`src/sv/osdsp_pkg.sv`:
```
// ----------------------------------------------------------------------------
// osdsp_pkg
// Shared types and codes for the one-shot delay slot pool.
// ----------------------------------------------------------------------------
package osdsp_pkg;

  localparam int SLOTS  = 10;
  localparam int SLOT_W = 4;
  localparam int IDX_W  = (SLOTS > 1) ? $clog2(SLOTS) : 1;
  localparam int CNT_W  = 32;

  localparam logic [1:0] CMD_TICK   = 2'd0;
  localparam logic [1:0] CMD_START  = 2'd1;
  localparam logic [1:0] CMD_POLL   = 2'd2;
  localparam logic [1:0] CMD_CANCEL = 2'd3;

  localparam logic [1:0] KIND_START  = 2'd0;
  localparam logic [1:0] KIND_POLL   = 2'd1;
  localparam logic [1:0] KIND_CANCEL = 2'd2;
  localparam logic [1:0] KIND_NOTICE = 2'd3;

  localparam logic [1:0] STAT_OK    = 2'd0;
  localparam logic [1:0] STAT_FULL  = 2'd1;
  localparam logic [1:0] STAT_RANGE = 2'd2;

  typedef struct packed {
    logic [1:0]        cmd;
    logic [SLOT_W-1:0] slot;
    logic [CNT_W-1:0]  interval;
    logic              wants_notice;
  } in_t;

  typedef struct packed {
    logic [1:0]        kind;
    logic [SLOT_W-1:0] slot_id;
    logic              elapsed;
    logic [1:0]        status;
    logic              last;
  } out_t;

  typedef struct packed {
    logic             expire;
    logic [CNT_W-1:0] dec;
  } dec_res_t;

endpackage

```
`src/sv/osdsp_dec.sv`:
```
// ----------------------------------------------------------------------------
// osdsp_dec
// Shared countdown unit: decrements one slot count and flags expiry.
// ----------------------------------------------------------------------------
module osdsp_dec (
  input  logic [osdsp_pkg::CNT_W-1:0] rem_i,
  input  logic                        active_i,
  output osdsp_pkg::dec_res_t         res_o
);

  localparam int CW = osdsp_pkg::CNT_W;

  always_comb begin
    res_o.expire = active_i & ~|rem_i[CW-1:1];
    res_o.dec    = res_o.expire ? '0 : rem_i - CW'(1);
  end

endmodule

```
`src/sv/one_shot_delay_slot_pool_top.sv`:
```
// ----------------------------------------------------------------------------
// one_shot_delay_slot_pool_top
// Pool of one-shot delay timers driven by tick/start/poll/cancel commands.
// ----------------------------------------------------------------------------
//  channel | ports                      | handshake
//  --------+----------------------------+----------------------------------
//  input   | start, busy, in_data       | taken when start & !busy
//  result  | out_strobe, out_data       | one-cycle strobe, always taken
//
//  Poll and cancel: handled in idle, reply on the following cycle.
//  Start: walks slots one per cycle until a free one, else replies full.
//  Tick: one slot per cycle through the shared countdown unit, then a
//  flush state that sends the last held notice, if any.
//  Synchronous reset clears all slot flags; no stall from the receiver.
// ----------------------------------------------------------------------------
module one_shot_delay_slot_pool_top (
  input  logic              clk,
  input  logic              rst_n,
  input  logic              start,
  output logic              busy,
  input  osdsp_pkg::in_t    in_data,
  output logic              out_strobe,
  output osdsp_pkg::out_t   out_data
);

  localparam int NS    = osdsp_pkg::SLOTS;
  localparam int IW    = osdsp_pkg::IDX_W;
  localparam int SW    = osdsp_pkg::SLOT_W;
  localparam int CW    = osdsp_pkg::CNT_W;
  localparam logic [IW-1:0] LAST_IDX = IW'(NS - 1);
  localparam logic [SW:0]   SLOTS_X  = (SW + 1)'(NS);

  typedef enum logic [3:0] {
    ST_IDLE   = 4'b0001,
    ST_SEARCH = 4'b0010,
    ST_SCAN   = 4'b0100,
    ST_FLUSH  = 4'b1000
  } state_t;

  state_t             state_r, state_nxt;
  logic [IW-1:0]      idx_r, idx_nxt;
  logic [NS-1:0]      armed_r, armed_nxt;
  logic [NS-1:0]      done_r, done_nxt;
  logic [NS-1:0]      wanted_r, wanted_nxt;
  logic               pend_v_r, pend_v_nxt;
  logic [IW-1:0]      pend_id_r, pend_id_nxt;
  logic [CW-1:0]      ival_r, ival_nxt;
  logic               wants_r, wants_nxt;
  logic               ov_r, ov_nxt;
  osdsp_pkg::out_t    out_r, out_nxt;

  logic [CW-1:0]      rem_mem [NS];
  logic               rem_we;
  logic [IW-1:0]      rem_wa;
  logic [CW-1:0]      rem_wd;
  logic [CW-1:0]      rem_rd;

  logic               active;
  osdsp_pkg::dec_res_t dres;
  logic               slot_ok;
  logic [IW-1:0]      sidx;

  assign rem_rd  = rem_mem[idx_r];
  assign active  = armed_r[idx_r] & ~done_r[idx_r];
  assign slot_ok = {1'b0, in_data.slot} < SLOTS_X;
  assign sidx    = in_data.slot[IW-1:0];

  osdsp_dec u_dec (
    .rem_i    (rem_rd),
    .active_i (active),
    .res_o    (dres)
  );

  always_comb begin
    state_nxt   = state_r;
    idx_nxt     = idx_r;
    armed_nxt   = armed_r;
    done_nxt    = done_r;
    wanted_nxt  = wanted_r;
    pend_v_nxt  = pend_v_r;
    pend_id_nxt = pend_id_r;
    ival_nxt    = ival_r;
    wants_nxt   = wants_r;
    ov_nxt      = 1'b0;
    out_nxt     = '0;
    rem_we      = 1'b0;
    rem_wa      = idx_r;
    rem_wd      = '0;
    unique case (state_r)
      ST_IDLE: begin
        if (start) begin
          case (in_data.cmd)
            osdsp_pkg::CMD_TICK: begin
              state_nxt  = ST_SCAN;
              idx_nxt    = '0;
              pend_v_nxt = 1'b0;
            end
            osdsp_pkg::CMD_START: begin
              state_nxt = ST_SEARCH;
              idx_nxt   = '0;
              ival_nxt  = in_data.interval;
              wants_nxt = in_data.wants_notice;
            end
            default: begin
              ov_nxt          = 1'b1;
              out_nxt.kind    = (in_data.cmd == osdsp_pkg::CMD_POLL) ?
                                osdsp_pkg::KIND_POLL : osdsp_pkg::KIND_CANCEL;
              out_nxt.slot_id = in_data.slot;
              out_nxt.last    = 1'b1;
              if (!slot_ok) begin
                out_nxt.status = osdsp_pkg::STAT_RANGE;
              end else if ((in_data.cmd == osdsp_pkg::CMD_CANCEL) || done_r[sidx]) begin
                out_nxt.elapsed  = (in_data.cmd == osdsp_pkg::CMD_POLL);
                armed_nxt[sidx]  = 1'b0;
                done_nxt[sidx]   = 1'b0;
                wanted_nxt[sidx] = 1'b0;
                rem_we           = 1'b1;
                rem_wa           = sidx;
              end
            end
          endcase
        end
      end
      ST_SEARCH: begin
        if (!armed_r[idx_r] && !done_r[idx_r]) begin
          state_nxt       = ST_IDLE;
          ov_nxt          = 1'b1;
          out_nxt.kind    = osdsp_pkg::KIND_START;
          out_nxt.slot_id = SW'(idx_r);
          out_nxt.last    = 1'b1;
          if (ival_r == '0) begin
            done_nxt[idx_r] = 1'b1;
          end else begin
            armed_nxt[idx_r]  = 1'b1;
            wanted_nxt[idx_r] = wants_r;
            rem_we            = 1'b1;
            rem_wd            = ival_r;
          end
        end else if (idx_r == LAST_IDX) begin
          state_nxt      = ST_IDLE;
          ov_nxt         = 1'b1;
          out_nxt.kind   = osdsp_pkg::KIND_START;
          out_nxt.status = osdsp_pkg::STAT_FULL;
          out_nxt.last   = 1'b1;
        end else begin
          idx_nxt = idx_r + IW'(1);
        end
      end
      ST_SCAN: begin
        if (active) begin
          rem_we = 1'b1;
          rem_wd = dres.dec;
        end
        if (dres.expire) begin
          done_nxt[idx_r] = 1'b1;
          if (wanted_r[idx_r]) begin
            wanted_nxt[idx_r] = 1'b0;
            // previous notice goes out now; this one waits to learn if it is last
            if (pend_v_r) begin
              ov_nxt          = 1'b1;
              out_nxt.kind    = osdsp_pkg::KIND_NOTICE;
              out_nxt.slot_id = SW'(pend_id_r);
            end
            pend_v_nxt  = 1'b1;
            pend_id_nxt = idx_r;
          end
        end
        if (idx_r == LAST_IDX) begin
          state_nxt = ST_FLUSH;
        end else begin
          idx_nxt = idx_r + IW'(1);
        end
      end
      ST_FLUSH: begin
        state_nxt  = ST_IDLE;
        pend_v_nxt = 1'b0;
        if (pend_v_r) begin
          ov_nxt          = 1'b1;
          out_nxt.kind    = osdsp_pkg::KIND_NOTICE;
          out_nxt.slot_id = SW'(pend_id_r);
          out_nxt.last    = 1'b1;
        end
      end
      default: begin
        state_nxt = ST_IDLE;
      end
    endcase
  end

  always_ff @(posedge clk) begin
    if (!rst_n) begin
      state_r  <= ST_IDLE;
      idx_r    <= '0;
      armed_r  <= '0;
      done_r   <= '0;
      wanted_r <= '0;
      pend_v_r <= 1'b0;
      ov_r     <= 1'b0;
    end else begin
      state_r  <= state_nxt;
      idx_r    <= idx_nxt;
      armed_r  <= armed_nxt;
      done_r   <= done_nxt;
      wanted_r <= wanted_nxt;
      pend_v_r <= pend_v_nxt;
      ov_r     <= ov_nxt;
    end
  end

  always_ff @(posedge clk) begin
    pend_id_r <= pend_id_nxt;
    ival_r    <= ival_nxt;
    wants_r   <= wants_nxt;
    out_r     <= out_nxt;
  end

  // count store: one write port, read at the scan index
  always_ff @(posedge clk) begin
    if (rem_we) begin
      rem_mem[rem_wa] <= rem_wd;
    end
  end

  assign busy       = (state_r != ST_IDLE);
  assign out_strobe = ov_r;
  assign out_data   = out_r;

endmodule

```
`config.mk`:
```
export PLATFORM = sky130hd
export DESIGN_NAME = one_shot_delay_slot_pool_top
export DESIGN_NICKNAME = d
export VERILOG_FILES = /design/src/sv/osdsp_pkg.sv /design/src/sv/osdsp_dec.sv /design/src/sv/one_shot_delay_slot_pool_top.sv
export SDC_FILE = /design/constraint.sdc
export NUM_CORES = 1
export LEC_CHECK = 0
export BUFFER_PORTS_ARGS = -buffer_cell sky130_fd_sc_hd__buf_2
export CAP_MARGIN = 10
export CORE_MARGIN = 2
export CORE_UTILIZATION = 67
export DETAILED_ROUTE_END_ITERATION = 16
export PLACE_DENSITY = 0.88
export SLEW_MARGIN = 20
export SYNTH_ARGS = -nofsm -noshare
export SYNTH_HDL_FRONTEND = slang
export SYNTH_SLANG_ARGS = --single-unit
```
`constraint.sdc`:
```
create_clock -name clk -period 9.32 [get_ports clk]
set_input_delay 2.796 -clock clk [delete_from_list [all_inputs] [get_ports clk]]
set_output_delay 2.796 -clock clk [all_outputs]
set_load 0.01 [all_outputs]
```
## Yosys cells after proc, flatten, opt, wreduce, memory -nomap -nowiden

Memories as Yosys holds them, arrays and structs flattened. A register that Yosys moved wholly into a read port is not among the register bits.
Cells that the tools add are included.

- Memory bits (writable): 320
- Memories kept: 1
- Logic and storage cells: 184
- Input bits: 42
- Bits in latches: 0
- Flip-flop bits (word level): 87
- Bits in read-only memories: 0

- Multiply operators: 0
- Add/sub/neg operators: 2
- Shifts and indexed selects: 0
- Reductions and logical operators: 23
- Bitwise gates (word level): 15
- Muxes and demuxes: 99
- Divide/modulo/power cells: 0
- Equality and inequality tests: 24
- Order comparisons: 5

Memory list:

| name | depth | width | read ports | clocked after memory_dff | write ports | line | source |
|---|---|---|---|---|---|---|---|
| rem_mem | 10 | 32 | 1 | 1 | 1 | one_shot_delay_slot_pool_top.sv:52 | `logic [CW-1:0] rem_mem [NS];` |

Operators by type and width:

| cell | count |
|---|---|
| two-way mux 10 bit | 23 |
| two-way mux 32 bit | 4 |
| two-way mux 4 bit | 16 |
| one-hot mux 32 bit (2 select lines) | 1 |
| one-hot mux 10 bit (3 select lines) | 2 |
| AND 10 bit | 4 |
| logical NOT 32 bit | 1 |
| subtractor 32 x 1 -> 32 bit (second input constant) | 1 |
| OR reduction 31 bit | 1 |
| two-way mux 1 bit | 30 |
| inequality test 2 bit (second input constant) | 12 |
| one-hot mux 4 bit (3 select lines) | 2 |
| one-hot mux 6 bit (4 select lines) | 1 |
| inverter 10 bit | 2 |
| bitwise OR 10 bit | 2 |
| one-hot mux 10 bit (2 select lines) | 1 |
| two-way mux 6 bit | 3 |
| binary-select mux 1 bit (select 4 bit) | 4 |
| bitwise mux 10 bit | 1 |
| < comparator 4 x 5 -> 1 bit (second input constant) | 2 |
| one-hot mux 1 bit (3 select lines) | 3 |
| AND reduction 9 bit | 1 |
| demux 1 bit (select 4 bit) | 2 |
| == test 4 bit (second input constant) | 2 |
| other kinds (31) | 47 |

## Logic depth before layout (Yosys ltp)

- Word-level depth: 11
- Mapped depth: 15
- Mapped depth without buffers: 10

## Modules after synthesis

Synthesis repeated with hierarchy kept, for this count alone.

- Cells, all modules: 1157
- Area total of the unflattened synthesis: 17737.0 sq um

Modules (own cells, without submodules):

| module | instances | cells an instance | area each (sq um) | seq. area each (sq um) |
|---|---|---|---|---|
| one_shot_delay_slot_pool_top | 1 | 1027 | 16879.9 | 11801.3 |
| osdsp_dec | 1 | 130 | 857.1 | 0.0 |

## Worst setup path after synthesis

OpenSTA, ideal clock, no wires.

- Path type: input -> register
- Start point: input port in_data[33] in the netlist's numbering
- End point: memory rem_mem[6][0] in the netlist's numbering (enable)
- Slack: 2.173 ns
- Data required time: 8.859 ns
- Stages on the path: 8
- Path buffers: 2
- Arrival: 6.686 ns
- Setup time: 0.461 ns
- Cells stage by stage: clkbuf_1 mux4_2 a22oi_1 o21ai_0 and2_1 clkbuf_1 o31a_1 nor3_1

- Cells in the longest elaborated chain, start to end: 10
- Elaborated cells between the ends (all ways): 16
- Those cells by class: order compare: 1; mux: 14; reduce/logical: 1

Ends and longest elaborated chain:

| element | line | source |
|---|---|---|
| start, declared | one_shot_delay_slot_pool_top.sv:21 | `input osdsp_pkg::in_t in_data,` |
| binary-select mux 1 bit (select 4 bit) | one_shot_delay_slot_pool_top.sv:112 | `end else if ((in_data.cmd == osdsp_pkg::CMD_CANCEL) \|\| done_r[sidx]) begin` |
| two-way mux 1 bit (implied by the code) | one_shot_delay_slot_pool_top.sv:112 |  |
| logical OR 1 bit | one_shot_delay_slot_pool_top.sv:112 |  |
| two-way mux 1 bit | one_shot_delay_slot_pool_top.sv:112 |  |
| two-way mux 1 bit | one_shot_delay_slot_pool_top.sv:110 | `if (!slot_ok) begin` |
| two-way mux 1 bit | one_shot_delay_slot_pool_top.sv:92 | `case (in_data.cmd)` |
| two-way mux 1 bit | one_shot_delay_slot_pool_top.sv:91 | `if (start) begin` |
| one-hot mux 1 bit (3 select lines) | one_shot_delay_slot_pool_top.sv:89 | `unique case (state_r)` |
| two-way mux 1 bit | one_shot_delay_slot_pool_top.sv:219 | `if (rem_we) begin` |
| two-way mux 1 bit (implied by the code) | one_shot_delay_slot_pool_top.sv:220 | `rem_mem[rem_wa] <= rem_wd;` |
| end, declared | one_shot_delay_slot_pool_top.sv:52 |  |

Parallel ways exist; a longest one is shown, timed or not. The select of a mux whose other input is x is not followed.

## Worst setup path in the final report

- Start point: input port in_data[33] in the netlist's numbering
- End point: memory rem_mem[1][28] in the netlist's numbering (enable)

Same word-level chain as after synthesis.

==> out/results.tsv <==
stage	metric	value	unit
yosys	Seq/Total Area, Yosys	66.4	%
clock_tree	# Post-CTS Setup Buffers	0	
route	met1 wire length	15.9	mm
cells_and_area	nets@finish	1348	
timing	post-layout min period	6.22	ns
placement	placed cells	1594	
floorplanning	Die X	167	um
power	leakage	6.63	nW
setup_path	CP max stage delay	0.96	ns
setup_path	worst path cell trace	buf_2 -> mux4_2 -> a22oi_1 -> o21ai_0 -> nand2_1 -> nand2b_1 -> nor2_1 -> nor3_2 -> buf_4	
timing	Worst Max-Slew Pin Slew	1.11	ns
clock_tree	CTS Hold Bufs	0	
timing	Clock Skew	0.0211	ns
floorplanning	Core ar.	26100	um^2
timing	Max Clock Freq	0.161	GHz
clock_tree	Num CTS Buffers	40	
route	1st-iter DRT viols	2005	
flow_run	Max Cap Viol	0	
route	drt pass-1 iters	6	
placement	dpl ws	2.65	ns
timing	number of max-slew violations in the final report	0	
setup_path	Setup crit end kind	register	
cells_and_area	Finished Layout Cells	1666	
setup_path	slowest CP cell	nor3_2	
route	via count	11840	
setup_path	Reg2Reg Depth	10	
power	P_int	2.95	mW
clock_tree	clock root buffer	clkbuf_16	
cells_and_area	# diodes	0	
placement	Area after DPL	18400	um^2
floorplanning	initial core utilization	68.2	%
route	Max Used Layer	met4	
cells_and_area	cell area after layout	19700	um^2
setup_path	required time of the critical path	9.50	ns
clock_tree	H-tree depth	2	
clock_tree	Worst-path clk slew	0.06	ns
timing	final hold slack	0.517	ns
route	wire length on met3	5.07	mm
setup_path	CP Class	in2reg	
floorplanning	Die ar.	27800	um^2
timing	setup TNS	0	ns
timing	Worst slew margin	24.9	%
route	wire per inst	26.3	um
yosys	flops & latches, synth	411	
route	metal2 WL	21.0	mm
global_routing	Tot GR Track Use	31.2	%
clock_tree	clock buffer depth	3	
route	remaining antenna violation count	0	
setup_path	setup slack, reg-to-reg	3.57	ns
power	clock power share	40.5	%
cells_and_area	synthesis-to-finish area growth	10.6	%
power	Max VDD drop	0.178	mV
timing	final hold violations	0	
cells_and_area	share of post-route cells with drive strength above 1	16.6	%
floorplanning	top-level port count	54	
global_routing	grt ovf	0	
yosys	Synth Instances	1252	
setup_path	Arr. time, crit path	6.40	ns
timing	RSZ-0062 raised after global routing	no	
clock_tree	worst-skew pair later-pin latency	0.54	ns
global_routing	vias in the first global route	11728	
setup_path	CP max FO	23	
power	Comb pwr share	6.1	%
yosys	syn avg cell area	14.2	um^2
timing	Setup Viol. Count Final	0	
power	Flop pwr share	53.4	%
timing	Setup WS post-layout	3.10	ns
clock_tree	Resized Gates After CTS	0	
setup_path	Crit Reg-Reg Endpoint	rem_mem[8][28]$_DFFE_PP_	
min_path	Endpoint, Worst Hold	armed_r[9]$_SDFFE_PN0P_	
placement	gpl congestion	0.992	
clock_tree	clock sink total	411	
min_path	Hold Startpoint	armed_r[9]$_SDFFE_PN0P_	
setup_path	startpoint types	primary input	
clock_tree	CTS tree	built	
power	total power	3.77	mW
floorplanning	Die Ht	167	um
global_routing	largest net degree at the start of global routing	91	
timing	crit share post-route	66.7	%
power	switching share of power	21.8	%
global_routing	first-pass GRT wire length	66.6	mm
yosys	Post-synth EDFFs	357	
route	detailed-route wire length	43.9	mm
global_routing	antenna violations before repair	0	
cells_and_area	final core area utilization	75.5	%
yosys	Most used DFF post-synth	edfxtp_1	
outcome	outcome	completed	
power	power density cells	192	nW/um^2
route	DRC viols	0	
route	Via density	7.11	
yosys	ys async rst share	0	%
min_path	WHS Path Cells	2	
placement	port bufs	53	
yosys	synth unique cells	68	
placement	Post-DP HPWL	26.1	mm
yosys	synth warn	0	
floorplanning	Rows	59	
yosys	synthesized net count	1299	
yosys	mapped cell area	17800	um^2
min_path	Hold Crit Class	reg2reg	
power	P_sw	0.824	mW
==> Yosys cell counts, types with 7 or more instances <==
| cell type | number | share of area (%) |
|---|---|---|
| a211oi_1 | 7 | 0.30 |
| a211oi_2 | 8 | 0.56 |
| a21oi_1 | 22 | 0.62 |
| a22o_1 | 10 | 0.49 |
| a22oi_1 | 53 | 2.2 |
| a31o_2 | 16 | 0.79 |
| and2_1 | 15 | 0.53 |
| buf_2 | 26 | 0.73 |
| clkbuf_1 | 38 | 0.80 |
| dfxtp_1 | 54 | 6.1 |
| edfxtp_1 | 357 | 60 |
| inv_1 | 14 | 0.30 |
| mux2_2 | 12 | 0.76 |
| mux2i_1 | 115 | 6.5 |
| mux4_2 | 26 | 3.3 |
| nand2_1 | 75 | 1.6 |
| nand3_1 | 16 | 0.45 |
| nand4_1 | 13 | 0.46 |
| nor2_1 | 70 | 1.5 |
| nor2b_1 | 9 | 0.32 |
| nor3_1 | 38 | 1.1 |
| nor4_1 | 30 | 1.1 |
| o21a_1 | 11 | 0.46 |
| o21ai_0 | 89 | 2.5 |
| o221a_1 | 8 | 0.51 |
| xnor2_1 | 29 | 1.4 |
==> sequential cells by signal, indices dropped and copies added (netlist names), named ones only <==
signal and count:
ival_r 32, armed_r 10, idx_r 4, state_r 4, rem_mem 320, done_r 10
wanted_r 10, out_strobe 1, pend_id_r 4, wants_r 1, out_data 10, pend_v_r 1
==> cell type report <==
type                       count  area [um^2]
inverter                      15         56.3
tap                          335          419
multi-input combinational    752         5660
timing repair buffer          81          508
sequential                   411        11800
fill                        1479         6390
clock buffer                  52         1070
clock inverter                20          150
==> logic make-up after synthesis <==
kind of cell | Yosys count | synth area share (%)
XOR/XNOR | 32 | 1.58
AO/OA/AOI/OAI | 259 | 10.1
adder cells (fa/ha/maj) | 5 | 0.352
buffers and inverters | 89 | 2.21
AND/OR/NAND/NOR | 300 | 8.43
multiplexers | 156 | 11.0
flip-flops | 411 | 66.4
==> metal layers <==
metal	GRT usage (%)	vias up
li1	-	5010
met1	41.8	5732
met2	49.6	915
met3	6.70	183
met4	14.2	0
met5	0	-
==> layout by cell type, fill, tap and decap left out, types with 14 or more instances in the layout <==
cell type,instances
inv_1,14
clkbuf_16,41
nor4_1,29
xnor2_1,29
buf_4,26
a22oi_1,53
edfxtp_1,357
o21ai_0,84
buf_2,53
a31o_2,16
a21oi_1,22
mux2i_1,115
nand2_1,74
dfxtp_1,53
nor2_1,68
mux4_2,26
nor3_1,29
and2_1,14
nand3_1,16
==> worst max path at each step <==
stage | from | to | slack [ns] | cells after the start
CTS | register | rem_mem[3][25]$_DFFE_PP_ | 2.89 | 10
detailed placement | in_data[33] | rem_mem[1][19]$_DFFE_PP_ | 2.65 | 9
global placement | in_data[33] | rem_mem[1][8]$_DFFE_PP_ | 2.87 | 9
global route | in_data[33] | rem_mem[1][28]$_DFFE_PP_ | 2.82 | 9
finish | in_data[33] | rem_mem[1][28]$_DFFE_PP_ | 3.10 | 9
floorplan | in_data[33] | rem_mem[6][0]$_DFFE_PP_ | 2.17 | 8
==> power by group through the flow <==
stage,combinational (mW),clock [mW],sequential (mW)
3_5_place_dp,0.220,0,2.05
5_1_grt,0.243,1.60,2.01
3_3_place_gp,0.214,0,2.05
2_1_floorplan,0.171,0,2.04
4_1_cts,0.223,1.53,2.01
6_report,0.231,1.53,2.01
==> critical path: cells and delay by family <==
family	cells	cell delay [ns]
buffers and inverters	2	0.71
AND/OR/NAND/NOR	4	2.22
AO/OA/AOI/OAI	2	0.29
multiplexers	1	0.35
(Power assumes the default switching activity.)
